File: src/design/srsd_pkg.sv
// ----------------------------------------------------------------------------
// srsd_pkg
// Shared types, constants and the segment table for the sensor reading
// seven-segment display unit.
// ----------------------------------------------------------------------------
package srsd_pkg;

  localparam int unsigned FrameBytesDef = 9;
  localparam int unsigned NumDigitsDef  = 4;

  localparam int unsigned FallbackW     = 14;
  localparam int unsigned ValueW        = 16;
  localparam int unsigned PaddrW        = 3;
  localparam int unsigned PdataW        = 32;

  localparam logic [7:0]           ReplyTag      = 8'd134;
  localparam logic [FallbackW-1:0] FallbackReset = 14'd9999;

  // reciprocal of ten, exact for every 16-bit value: q = (v * 52429) >> 19
  localparam logic [ValueW-1:0] RecipTen   = 16'd52429;
  localparam int unsigned       RecipShift = 19;

  // op codes
  localparam logic OP_BYTE = 1'b0;
  localparam logic OP_SCAN = 1'b1;

  // register index (paddr[2])
  localparam logic REG_FALLBACK = 1'b0;

  typedef struct packed {
    logic       op;
    logic [7:0] rx_byte;
  } in_item_t;

  typedef struct packed {
    logic [5:0] segments_main;
    logic       segment_extra;
    logic [3:0] digit_select_n;
    logic [1:0] digit_position;
  } out_item_t;

  typedef struct packed {
    logic byte_load;
    logic scan_load;
    logic conv_init;
    logic conv_step;
  } ctrl_cmd_t;

  typedef struct packed {
    logic frame_end;
    logic conv_last;
  } ctrl_stat_t;

  function automatic logic [5:0] seg_main(input logic [3:0] d);
    logic [5:0] s;
    case (d)
      4'd0:    s = 6'h1F;
      4'd1:    s = 6'h10;
      4'd2:    s = 6'h2E;
      4'd3:    s = 6'h3C;
      4'd4:    s = 6'h31;
      4'd5:    s = 6'h3D;
      4'd6:    s = 6'h3F;
      4'd7:    s = 6'h18;
      4'd8:    s = 6'h3F;
      4'd9:    s = 6'h3D;
      default: s = 6'h00;
    endcase
    return s;
  endfunction

endpackage

File: src/design/srsd_ctrl.sv
// ----------------------------------------------------------------------------
// srsd_ctrl
// Sequencer: input handshake, output valid, and the digit conversion steps.
// ----------------------------------------------------------------------------
module srsd_ctrl
  import srsd_pkg::*;
(
  input  logic       clk_i,
  input  logic       rst_ni,
  input  logic       in_valid_i,
  input  logic       in_op_i,
  output logic       in_ready_o,
  output logic       out_valid_o,
  input  logic       out_ready_i,
  input  ctrl_stat_t stat_i,
  output ctrl_cmd_t  cmd_o
);

  localparam logic [1:0] ST_IDLE = 2'd0;
  localparam logic [1:0] ST_LOAD = 2'd1;
  localparam logic [1:0] ST_CONV = 2'd2;

  logic [1:0] state_q, state_d;
  logic       out_valid_q, out_valid_d;
  logic       idle, out_free, accept;

  assign idle       = (state_q == ST_IDLE);
  assign out_free   = !out_valid_q || out_ready_i;
  // a reply byte never needs the output register
  assign in_ready_o = idle && ((in_op_i == OP_BYTE) || out_free);
  assign accept     = in_valid_i && in_ready_o;

  always_comb begin
    cmd_o           = '0;
    cmd_o.byte_load = accept && (in_op_i == OP_BYTE);
    cmd_o.scan_load = accept && (in_op_i == OP_SCAN);
    cmd_o.conv_init = (state_q == ST_LOAD);
    cmd_o.conv_step = (state_q == ST_CONV);
  end

  always_comb begin
    state_d = state_q;
    case (state_q)
      ST_IDLE: begin
        if (cmd_o.byte_load && stat_i.frame_end) state_d = ST_LOAD;
      end
      ST_LOAD: state_d = ST_CONV;
      ST_CONV: begin
        if (stat_i.conv_last) state_d = ST_IDLE;
      end
      default: state_d = ST_IDLE;
    endcase
  end

  always_comb begin
    out_valid_d = out_valid_q;
    if (cmd_o.scan_load) begin
      out_valid_d = 1'b1;
    end else if (out_ready_i) begin
      out_valid_d = 1'b0;
    end
  end

  assign out_valid_o = out_valid_q;

  always_ff @(posedge clk_i or negedge rst_ni) begin
    if (!rst_ni) begin
      state_q     <= ST_IDLE;
      out_valid_q <= 1'b0;
    end else begin
      state_q     <= state_d;
      out_valid_q <= out_valid_d;
    end
  end

endmodule

File: src/design/srsd_dp.sv
// ----------------------------------------------------------------------------
// srsd_dp
// Datapath: reply frame capture, fallback register, divide-by-ten digit
// conversion, digit store, scan position and output register.
// ----------------------------------------------------------------------------
module srsd_dp
  import srsd_pkg::*;
#(
  parameter int unsigned FRAME_BYTES = FrameBytesDef,
  parameter int unsigned NUM_DIGITS  = NumDigitsDef
) (
  input  logic                 clk_i,
  input  logic                 rst_ni,
  input  in_item_t             in_data_i,
  input  ctrl_cmd_t            cmd_i,
  output ctrl_stat_t           stat_o,
  input  logic                 cfg_we_i,
  input  logic [FallbackW-1:0] cfg_wdata_i,
  output logic [FallbackW-1:0] fallback_o,
  output out_item_t            out_data_o
);

  localparam int unsigned IdxW = $clog2(FRAME_BYTES);
  localparam int unsigned PosW = (NUM_DIGITS > 1) ? $clog2(NUM_DIGITS) : 1;
  localparam int unsigned LitW = $clog2(NUM_DIGITS + 1);
  localparam logic [IdxW-1:0] IdxLast = IdxW'(FRAME_BYTES - 1);
  localparam logic [PosW-1:0] PosLast = PosW'(NUM_DIGITS - 1);

  logic [IdxW-1:0]      byte_idx_q;
  logic                 reply_ok_q;
  logic [7:0]           rd_high_q, rd_low_q;
  logic [FallbackW-1:0] fallback_q;
  logic [ValueW-1:0]    val_q;
  logic [PosW-1:0]      step_q;
  logic [3:0]           digit_q [NUM_DIGITS];
  logic [LitW-1:0]      lit_q;
  logic [PosW-1:0]      scan_q;
  out_item_t            out_q;

  logic [ValueW-1:0]    reading, load_val;
  logic [2*ValueW-1:0]  prod;
  logic [ValueW-1:0]    quot, quot10, rem_full;
  logic [3:0]           rem;

  assign stat_o.frame_end = (byte_idx_q == IdxLast);
  assign stat_o.conv_last = (step_q == PosLast);
  assign fallback_o       = fallback_q;
  assign out_data_o       = out_q;

  assign reading  = {rd_high_q, rd_low_q};
  assign load_val = (reply_ok_q && (reading != '0)) ? reading
                                                     : ValueW'(fallback_q);

  // one quotient digit per cycle
  assign prod     = val_q * RecipTen;
  assign quot     = ValueW'(prod >> RecipShift);
  assign quot10   = (quot << 3) + (quot << 1);
  assign rem_full = val_q - quot10;
  assign rem      = rem_full[3:0];

  // fallback register
  always_ff @(posedge clk_i or negedge rst_ni) begin
    if (!rst_ni) begin
      fallback_q <= FallbackReset;
    end else if (cfg_we_i) begin
      fallback_q <= cfg_wdata_i;
    end
  end

  // frame capture
  always_ff @(posedge clk_i or negedge rst_ni) begin
    if (!rst_ni) begin
      byte_idx_q <= '0;
      reply_ok_q <= 1'b0;
      rd_high_q  <= '0;
      rd_low_q   <= '0;
    end else if (cmd_i.byte_load) begin
      if (byte_idx_q == IdxW'(1)) reply_ok_q <= (in_data_i.rx_byte == ReplyTag);
      if (byte_idx_q == IdxW'(2)) rd_high_q  <= in_data_i.rx_byte;
      if (byte_idx_q == IdxW'(3)) rd_low_q   <= in_data_i.rx_byte;
      byte_idx_q <= stat_o.frame_end ? '0 : byte_idx_q + 1'b1;
    end
  end

  // digit conversion, least significant first
  always_ff @(posedge clk_i or negedge rst_ni) begin
    if (!rst_ni) begin
      step_q <= '0;
      lit_q  <= '0;
      for (int i = 0; i < NUM_DIGITS; i++) digit_q[i] <= '0;
    end else if (cmd_i.conv_init) begin
      step_q <= '0;
      lit_q  <= '0;
    end else if (cmd_i.conv_step) begin
      step_q <= stat_o.conv_last ? '0 : step_q + 1'b1;
      if (val_q != '0) begin
        digit_q[step_q] <= rem;
        lit_q           <= LitW'(step_q) + 1'b1;
      end else begin
        digit_q[step_q] <= '0;
      end
    end
  end

  always_ff @(posedge clk_i) begin
    if (cmd_i.conv_init) begin
      val_q <= load_val;
    end else if (cmd_i.conv_step) begin
      val_q <= quot;
    end
  end

  // scan
  always_ff @(posedge clk_i or negedge rst_ni) begin
    if (!rst_ni) begin
      scan_q <= '0;
    end else if (cmd_i.scan_load) begin
      scan_q <= (scan_q == PosLast) ? '0 : scan_q + 1'b1;
    end
  end

  out_item_t  out_d;
  logic [3:0] cur_digit;
  logic [31:0] pos_ext;

  assign cur_digit = digit_q[scan_q];
  assign pos_ext   = 32'(scan_q);

  always_comb begin
    out_d                = '0;
    out_d.digit_select_n = 4'hF;
    out_d.digit_position = pos_ext[1:0];
    if (LitW'(scan_q) < lit_q) begin
      out_d.segments_main = seg_main(cur_digit);
      out_d.segment_extra = (cur_digit != 4'd5) && (cur_digit != 4'd6);
    end
    for (int i = 0; i < 4; i++) begin
      if (pos_ext == 32'(i)) out_d.digit_select_n[i] = 1'b0;
    end
  end

  always_ff @(posedge clk_i) begin
    if (cmd_i.scan_load) out_q <= out_d;
  end

endmodule

File: src/design/sensor_reading_seven_segment_display_unit.sv
// ----------------------------------------------------------------------------
// sensor_reading_seven_segment_display_unit
// Sensor reply decoder and multiplexed seven-segment display driver.
// ----------------------------------------------------------------------------
// Each request is either a reply byte (op 0) or a scan tick (op 1). A reply
// byte gives no result; the last byte of a frame then holds off input
// while the shown value is loaded and split into decimal digits, one digit
// per cycle through a single multiply-by-reciprocal divide-by-ten unit. A
// scan tick gives one result from a registered output; a tick waits while
// an earlier result is still untaken, reply bytes do not. The fallback
// value lives at byte address 0 of the register port.
module sensor_reading_seven_segment_display_unit
  import srsd_pkg::*;
#(
  parameter int unsigned FRAME_BYTES = FrameBytesDef,
  parameter int unsigned NUM_DIGITS  = NumDigitsDef
) (
  input  logic              clk_i,
  input  logic              rst_ni,
  input  logic              in_valid_i,
  output logic              in_ready_o,
  input  in_item_t          in_data_i,
  output logic              out_valid_o,
  input  logic              out_ready_i,
  output out_item_t         out_data_o,
  input  logic              psel,
  input  logic              penable,
  input  logic              pwrite,
  input  logic [PaddrW-1:0] paddr,
  input  logic [PdataW-1:0] pwdata,
  output logic [PdataW-1:0] prdata,
  output logic              pready
);

  ctrl_cmd_t            cmd;
  ctrl_stat_t           stat;
  logic                 cfg_we;
  logic [FallbackW-1:0] fallback;

  assign pready = 1'b1;
  assign cfg_we = psel && penable && pwrite && (paddr[2] == REG_FALLBACK);
  assign prdata = (paddr[2] == REG_FALLBACK) ? PdataW'(fallback) : '0;

  srsd_ctrl u_ctrl (
    .clk_i       (clk_i),
    .rst_ni      (rst_ni),
    .in_valid_i  (in_valid_i),
    .in_op_i     (in_data_i.op),
    .in_ready_o  (in_ready_o),
    .out_valid_o (out_valid_o),
    .out_ready_i (out_ready_i),
    .stat_i      (stat),
    .cmd_o       (cmd)
  );

  srsd_dp #(
    .FRAME_BYTES (FRAME_BYTES),
    .NUM_DIGITS  (NUM_DIGITS)
  ) u_dp (
    .clk_i       (clk_i),
    .rst_ni      (rst_ni),
    .in_data_i   (in_data_i),
    .cmd_i       (cmd),
    .stat_o      (stat),
    .cfg_we_i    (cfg_we),
    .cfg_wdata_i (pwdata[FallbackW-1:0]),
    .fallback_o  (fallback),
    .out_data_o  (out_data_o)
  );

endmodule

File: config.mk
export PLATFORM = sky130hd
export DESIGN_NAME = sensor_reading_seven_segment_display_unit
export DESIGN_NICKNAME = d
export VERILOG_FILES = /design/src/design/srsd_pkg.sv /design/src/design/srsd_ctrl.sv /design/src/design/srsd_dp.sv /design/src/design/sensor_reading_seven_segment_display_unit.sv
export SDC_FILE = /design/constraint.sdc
export NUM_CORES = 1
export LEC_CHECK = 0
export BUFFER_PORTS_ARGS = -buffer_cell sky130_fd_sc_hd__buf_2
export CELL_PAD_IN_SITES_DETAIL_PLACEMENT = 0
export CELL_PAD_IN_SITES_GLOBAL_PLACEMENT = 1
export CORE_AREA = 2 2 107 213
export CTS_CLUSTER_SIZE = 25
export DETAILED_ROUTE_END_ITERATION = 10
export DIE_AREA = 0 0 109 215
export PLACE_DENSITY = 0.88
export SLEW_MARGIN = 0
export SYNTH_ARGS = -nofsm -noshare
export SYNTH_HDL_FRONTEND = slang
export SYNTH_SLANG_ARGS = --single-unit
File: constraint.sdc
create_clock -name clk_i -period 6.3 [get_ports clk_i]
set_input_delay 0 -clock clk_i [delete_from_list [all_inputs] [get_ports clk_i]]
set_output_delay 0 -clock clk_i [all_outputs]
set_load 0.05 [all_outputs]
; ---- Word-level counts from Yosys, hierarchy flattened
; Memories as Yosys holds them, arrays and structs flattened. A register that Yosys moved wholly into a read port is not among the register bits.
; Index checks and enable logic that the tools add are counted.
[word_totals]
regBits = 84
rom_bits = 96
output_inout_bits = 48
memories = 1
[classes]
addsub = 6
n_mul = 1
magnitude_cmp = 4
n_eq_ne = 15
mux = 28
n_bitwise = 7
reduce_logical = 28
[memory_table]
columns = name, words, width, rd, rd_clocked_by_memory_dff, write_ports, line
row1 = (no name shown), 16, 6, 1, 1, 0, srsd_pkg.sv:56  ; case (d)
[op_table]
columns = operator, n
row1 = two-way mux 16 bit, 4
row2 = zero test 32 bit, 1
row3 = multiplier 16 x 16 -> 32 bit (second input constant), 1
row4 = nonzero test 16 bit, 2
row5 = AND 16 bit, 1
row6 = bitwise mux 16 bit, 1
row7 = two-way mux 4 bit, 4
row8 = inverter 16 bit, 1
row9 = two-way mux 14 bit, 1
row10 = two-way mux 2 bit, 6
row11 = AND reduction 2 bit, 6
row12 = logical AND 1 bit, 11
row13 = two-way mux 3 bit, 3
row14 = binary-select mux 4 bit (select 2 bit), 1
row15 = demux 4 bit (select 2 bit), 1
row16 = equality test 2 bit (second input constant), 4
row17 = equality test 4 x 2 -> 1 bit (second input constant), 2
row18 = equality test 8 bit (second input constant), 1
row19 = != test 4 x 3 -> 1 bit (second input constant), 2
row20 = greater-or-equal comparator 3 bit (second input constant), 2
row21 = two-way mux 1 bit, 6
row22 = inverter 2 -> 3 bit, 2
row23 = case mux 2 bit (3 select lines), 1
row24 = nonzero test 2 bit, 3
row25 = 16 further kinds, 22

; ---- Longest topological paths before layout
; Gate-level depths: netlist of the first run.
[depth]
word_depth = 9
depth_mapped = 23
mapped_depth_nobuf = 23

; ---- Modules after synthesis
; Synthesis of the first run repeated with hierarchy kept, for this count alone.
[hier_totals]
hier_cells = 893
area_unflattened_um2 = 9352.7
[by_module_without_submodules]
columns = module, instances, cells_each, area_per_inst_um2, seq_area_each_um2
row1 = srsd_dp, 1, 840, 8894.8, 2332.2
row2 = sensor_reading_seven_segment_display_unit, 1, 37, 286.5, 0.0
row3 = srsd_ctrl, 1, 16, 171.4, 75.1

; ---- Worst setup path after synthesis of the first run
; OpenSTA, ideal clock, no wires.
[synth_timing]
path_type = register -> register
from = register u_dp.val_q[7]
to = register u_dp.digit_q[11] (netlist name)
setup_time_ns = 0.095
t_arrival_ns = 5.833
required_time_ns = 6.205
setup_slack_ns = 0.372
path_stages_with_launch = 22
path_buffers = 0
period_less_slack_ns = 5.928
path_cell_list = edfxtp_1 > ha_1 > inv_1 > fa_1 > inv_1 > fa_1 > fa_1 > fa_1 > inv_1 > fa_1 > inv_1 > ha_1 > nand4_1 > a2111oi_2 > o31a_2 > nor2_1 > xnor2_1 > ha_1 > a211oi_2 > xnor2_1 > xnor2_1 > o31ai_1
[synth_between]
elab_chain_len = 5
word_cells_on_any_way = 6
classes_between = add/sub (2) / mul (1) / mux (2) / reduce/logical (1)
[synth_lines]
columns = item, line
row1 = "start, declared", srsd_dp.sv:33  ; logic [ValueW-1:0] val_q;
row2 = "start signal, assigned", srsd_dp.sv:107  ; val_q <= load_val;
row3 = "start signal, assigned", srsd_dp.sv:109  ; val_q <= quot;
row4 = multiplier 16 x 16 -> 32 bit, srsd_dp.sv:55  ; assign prod = val_q * RecipTen;
row5 = adder 4 bit, srsd_dp.sv:57  ; assign quot10 = (quot << 3) + (quot << 1);
row6 = subtractor 4 bit, srsd_dp.sv:58  ; assign rem_full = val_q - quot10;
row7 = bitwise mux 16 bit, srsd_dp.sv:97  ; digit_q[step_q] <= rem;
row8 = two-way mux 16 bit *, srsd_dp.sv:96  ; if (val_q != '0) begin
row9 = "end signal, assigned by index", srsd_dp.sv:97
row10 = "end, declared", srsd_dp.sv:35  ; logic [3:0] digit_q [NUM_DIGITS];
; Mark *: on every way between the ends. The rest lies on a longest branch, timed or not.
; A chain may end at the register's enable or synchronous reset.

; ---- Final worst setup path of the first run
[layout_timing]
from = register u_dp.val_q[10]
to = register u_dp.digit_q[11] (netlist name)
; The elaborated chain is that of the path after synthesis.

==> metrics, run 1 <==
Final HPWL DP=17.2 mm; Post-synth top cells=inv_1, ha_1, fa_1; final wirelength=21.3 mm; htree depth=3; 1st-iter DRT viols=361; Area growth, synth to finish=19.8%; Final #Nets=1330; Total GRT Usage=18.5%; Vias=6617; CP Max Fanout=4; clock sink count=90; Core Footprint=0.0219 mm^2; min Tclk post-route=6.15 ns; FP Rows=77; met1 usage=23.7%; initial antenna violation count=0; Clock Path Buffers=2; CTS Buf Count=9; CP Cell Sequence=inv_1 > ha_1 > ha_1 > inv_1 > fa_1 > inv_1 > fa_1 > fa_1 > inv_1 > fa_1 > inv_1 > ha_1 > a21o_1 > a21oi_2 > a31oi_4 > o31a_4 > nor2_4 > xnor2_2 > ha_1 > a211oi_2 > xnor2_1 > xnor2_2 > o31ai_1; post-synthesis cell area=0.00926 mm^2; die area=0.0234 mm^2; Initial Util=42.3%; CP arrival=6.39 ns; # DRC=0; Highest Clock Rate=163 MHz; number of setup violations in the final report=0; synth top area cells=ha_1, fa_1, dfrtp_1, edfxtp_1, inv_1; Die H=215 um; Final Hold Viols=0; clock transition at the registers of the reported paths=0.07 ns; max cap viols=0; TritonCTS clock tree=yes; # IOs=99; total gr overflow=0; share of layout cells above drive strength 1=21.8%; die width=109 um; port bufs=59; Slew @ Worst Pin=1.17 ns; first-pass GRT wire length=33.9 mm; Post-Place Setup Slack=-0.0649 ns; WP data required=6.55 ns; Startpoint Class=flip-flop; root buffer selected by CTS=clkbuf_16; Async S/R FF share, synth=67.8%; Yosys warnings=0; ant diodes=0; status=finished, final reports clean; Cell variety after synth=56; GR met3 Demand/Resource=2.12%; HP Class=input port to flip-flop; largest area contributor in the netlist=ha_1; Synth Instances=897; period utilisation layout=97.6%; Crit Path Class=flip-flop to flip-flop; slew margin rel.=21.7%; vias in the first global route=6836; busiest grt layer=met2; First-pass DRT Iterations=6; share of the synthesized area in the top cell type=22.3%; fin. max-slew vios=0; slowest cell on the critical path=fa_1; endpoint type of the worst setup path=flip-flop; Via density=5.03; Setup WS post-layout=0.153 ns; dominant cell type by count on the critical path=inv_1; largest net degree at the start of global routing=62; WL/cell=16.2 um; Clock Skews=0.0111 ns; grt met2 use=31.7%; FF+latch count, synth=90; sequential cell area fraction in the yosys report=26.0%; antenna viol nets, final=0; max incr delay on CP=0.55 ns; Main synth FF type=dfrtp_1; Post-synth EDFFs=29; Final Wtd Congestion=1.01; worst skew pair latency=0.34 ns; top-count cell post-synth=inv_1; syn avg cell area=10.3 um^2
## final cells by class
class                           count  area [um^2]
Sequential cell                    90         2410
Tap cell                          276          345
Fill cell                        1874        10800
Timing Repair Buffer              138          966
Clock inverter                      7          110
Inverter                          203          762
Multi-Input combinational cell    592         6280
Clock buffer                        9          225
## sequential cells by signal, summed over array words and instances, names as in the netlist
| register | count |
|---|---|
| u_dp.digit_q | 16 |
| u_dp.val_q | 16 |
| u_dp.fallback_o | 14 |
| u_dp.out_data_o | 13 |
| u_dp.rd_high_q | 8 |
| u_dp.rd_low_q | 8 |
| u_dp.byte_idx_q | 4 |
| u_dp.lit_q | 3 |
| u_ctrl.state_q | 2 |
| u_dp.scan_q | 2 |
| u_dp.step_q | 2 |
| u_ctrl.out_valid_o | 1 |
| u_dp.reply_ok_q | 1 |
## path summary, 6_finish.rpt
path	startpoint	end	slack, ns	depth (start not counted)
min	in_valid_i	u_dp.byte_idx_q[0]	0.23	4
max	u_dp.val_q[10]	u_dp.digit_q[11]	0.15	23
min in group asynchronous	rst_ni	u_dp.digit_q[12]	0.36	3
min reg2reg	u_dp.lit_q[2]	u_dp.lit_q[2]	0.48	2
max in group asynchronous	rst_ni	u_dp.fallback_o[11]	5.42	3
max reg2reg	u_dp.val_q[10]	u_dp.digit_q[11]	0.15	23
## critical path, delay by kind of cell (launching register included)
family | cells | cell delay [ns]
xor+xnor | 3 | 0.44
buf+inv | 5 | 0.34
fa+ha+maj | 8 | 3.29
simple gates | 1 | 0.11
flops | 1 | 0.44
compound gates | 6 | 1.44
## layout by cell type, fill, tap and decap left out, drive strengths merged, types with 7 or more instances in the layout
master / instances
mux2: 35
conb: 19
fa: 80
a21oi: 35
nor2: 23
xnor2: 9
nand4: 8
mux2i: 9
xor2: 10
o21ai: 27
ha: 165
buf: 113
o31ai: 21
inv: 206
nand2: 48
dlygate4sd3: 25
nor2b: 19
nor3: 8
dfrtp: 53
dfstp: 8
clkbuf: 9
nand3: 7
edfxtp: 29
## metrics by stage
step	hold slack [ns]	util, %	instance area [um^2]	instances	setup TNS (ns)
final	0.230	50.7	11100	1315	0
after global routing	0.281	50.7	11100	1315	-0.0231
after CTS	0.229	48.6	10600	1294	0
after detailed placement	0.218	45.8	10000	1252	-0.211
after global placement	0.211	45.8	10000	1252	0
after floorplan	-0.296	-	9320	914	0
## logic make-up after synthesis
group           share of synthesized area [%]
compound gates                           8.18
fa+ha+maj                                39.6
other cells                            0.0811
simple gates                             8.11
xor+xnor                                 1.80
flops                                    26.0
mux                                      5.96
buf+inv                                  10.3
## per-layer routing
metal / part of all wire (%) / vias to the layer above
met3: 3.6 / 48
met5: 0 / -
li1: - / 3197
met1: 41 / 3202
met4: 3.5 / 0
met2: 52 / 170
## timing repair
action,in CTS,in global routing
hold buffers,25,0
setup buffers,1,21
setup endpoints to repair,4,13
hold endpoints to repair,85,0
pin swaps,1,27
resized for setup,1,49
Power of run 1 is left out: the tool's default activity adds up to more than one toggle a clock period on the data nets, which glitch-free logic cannot reach.
==> run 2: changes to the inputs <==
==> constraint.sdc (replaced) <==
create_clock -name clk_i -period 6.3 [get_ports clk_i]
set_input_delay 1.26 -clock clk_i [delete_from_list [all_inputs] [get_ports clk_i]]
set_output_delay 1.26 -clock clk_i [all_outputs]
set_load 0.05 [all_outputs]
==> run 2 against run 1 <==
  * Sequential share of layout area up 0.41 points
  * Critical path depth unchanged
  * Routed wire length is 1.3% lower
  * Critical endpoint unchanged
  * Via count shrank 1.0%
  * Flip-flop and latch count unchanged
  * Utilization decreased by 0.94 points
  * Count of clock-buffer cells in the layout grew 1
  * Worst hold slack improved by 0.24 ns
==> metrics, run 2 (same netlist as run 1, synthesis figures left out) <==
worst skew pair latency=0.34 ns (about the same); Clock Skews=0.0104 ns (-0.000694 ns); Final #Nets=1316 (-1.1%); share of layout cells above drive strength 1=23.3% (+1.5 points); CTS Buf Count=9 (unchanged); slew margin rel.=25.1% (+3.4 points); number of setup violations in the final report=0 (unchanged); largest net degree at the start of global routing=62 (unchanged); # IOs=99 (unchanged); antenna viol nets, final=0 (unchanged); vias in the first global route=6817 (-0.28%); htree depth=3 (unchanged); Crit Path Class=flip-flop to flip-flop; cell area after layout=0.0109 mm^2 (-1.8%); root buffer selected by CTS=clkbuf_16; Final HPWL DP=16.8 mm (-2.5%); Via density=5.03 (about the same); Die H=215 um (unchanged); CP Max Fanout=4 (unchanged); WP data required=6.47 ns (-0.08 ns); Area after DPL=0.0101 mm^2 (+0.60%); Slew @ Worst Pin=1.12 ns (-0.0506 ns); die width=109 um (unchanged); First-pass DRT Iterations=5 (-1); Final Wtd Congestion=0.941 (-6.6%); FP Rows=77 (unchanged); max cap viols=0 (unchanged); first-pass GRT wire length=33.5 mm (-1.3%); Hold WS=0.473 ns (+0.244 ns); Highest Clock Rate=164 MHz (+0.64%); endpoint type of the worst setup path=flip-flop; TritonCTS clock tree=yes; final core occ=49.8% (-0.94 points); 1st-iter DRT viols=262 (-27%); port bufs=59 (unchanged); Core Footprint=0.0219 mm^2 (unchanged); Setup WS post-layout=0.193 ns (+0.0393 ns); fin. max-slew vios=0 (unchanged); ant diodes=0 (unchanged); min Tclk post-route=6.11 ns (-0.0393 ns); commonest non-fill, non-tap cells in the layout=inv_1, ha_1, fa_1; Clock Path Buffers=2 (unchanged); Startpoint Class=flip-flop; CP arrival=6.28 ns (-0.11 ns); clock sink count=90 (unchanged); HP Class=flip-flop to flip-flop; Post-Place Setup Slack=-0.126 ns (-0.0610 ns); Final Hold Viols=0 (unchanged); clock transition at the registers of the reported paths=0.07 ns (about the same); # DRC=0 (unchanged); Area growth, synth to finish=17.6%; die area=0.0234 mm^2 (unchanged); WL/cell=16.2 um (-0.20%); status=finished, final reports clean; Vias=6549 (-1.0%); total gr overflow=0 (unchanged); initial antenna violation count=0 (unchanged); Initial Util=42.3% (unchanged); cts hold-fix bufs=0 (-100%); final wirelength=21.1 mm (-1.3%); period utilisation layout=96.9% (-0.62 points); most common cell after layout, fill and taps aside=inv_1; Total GRT Usage=18.1% (-0.38 points)
==> run 2: cell count changes in the layout (fill, tap and decap cells not counted), sizes merged <==
cell,previous run,this run
bufinv,2,1
buf,113,124
clkinvlp,1,0
clkbuf,9,10
dlygate4sd3,25,0
clkinv,1,3
inv,206,205
==> run 2: cell type report <==
class | instances | area, um^2
clock inverter | 6 | 65.1
clock buffer | 10 | 229
inverter | 203 | 762
tap | 276 | 345
multi-input combinational | 592 | 6280
fill | 1898 | 11000
timing repair buffer | 124 | 802
sequential | 90 | 2410
==> run 2: through the flow <==
step	TNS (ns)	cells
4_1_cts	0	1278
3_5_place_dp	-0.499	1260
2_1_floorplan	0	914
6_report	0	1301
5_1_grt	-0.256	1301
3_3_place_gp	-0.218	1260
==> run 2: final timing paths <==
check / start / slack [ns] / to / cells after the start
worst min register to register: u_dp.digit_q[0] / 0.47 / u_dp.digit_q[0] / 2
worst max register to register: u_dp.val_q[10] / 0.19 / u_dp.digit_q[11] / 23
min in group asynchronous: rst_ni / 1.11 / u_dp.fallback_o[6] / 2
worst min-delay path: u_dp.digit_q[0] / 0.47 / u_dp.digit_q[0] / 2
max in group asynchronous: rst_ni / 4.64 / u_dp.digit_q[11] / 2
worst max-delay path: u_dp.val_q[10] / 0.19 / u_dp.digit_q[11] / 23
==> run 2: worst max-delay path: stages (launching register included) <==
cell	delay (ns)
edfxtp_1	0.39
inv_2	0.07
ha_1	0.36
ha_1	0.30
inv_1	0.05
fa_1	0.50
inv_1	0.05
fa_1	0.47
fa_1	0.54
inv_1	0.05
fa_1	0.53
inv_1	0.04
ha_1	0.31
nand3_2	0.12
or3_4	0.41
a31oi_4	0.21
o31a_2	0.18
nor2_2	0.05
xnor2_2	0.14
ha_1	0.34
a211oi_2	0.29
xnor2_2	0.12
xnor2_2	0.28
o31ai_2	0.11
==> run 2: routing by layer <==
| layer | share of wire (%) | track usage (%) | up-vias |
|---|---|---|---|
| met5 | 0 | 0 | - |
| met3 | 3.9 | 2.58 | 35 |
| met2 | 52 | 31.5 | 156 |
| li1 | - | - | 3165 |
| met1 | 41 | 22.9 | 3193 |
| met4 | 2.6 | 5.21 | 0 |
==> run 2: repair_timing <==
item | in CTS | in global routing
setup endpoints to repair | 5 | 14
setup buffers | 2 | 23
gates resized for setup | 5 | 47
pin swaps | 1 | 29
Power of run 2 is left out for the same reason.
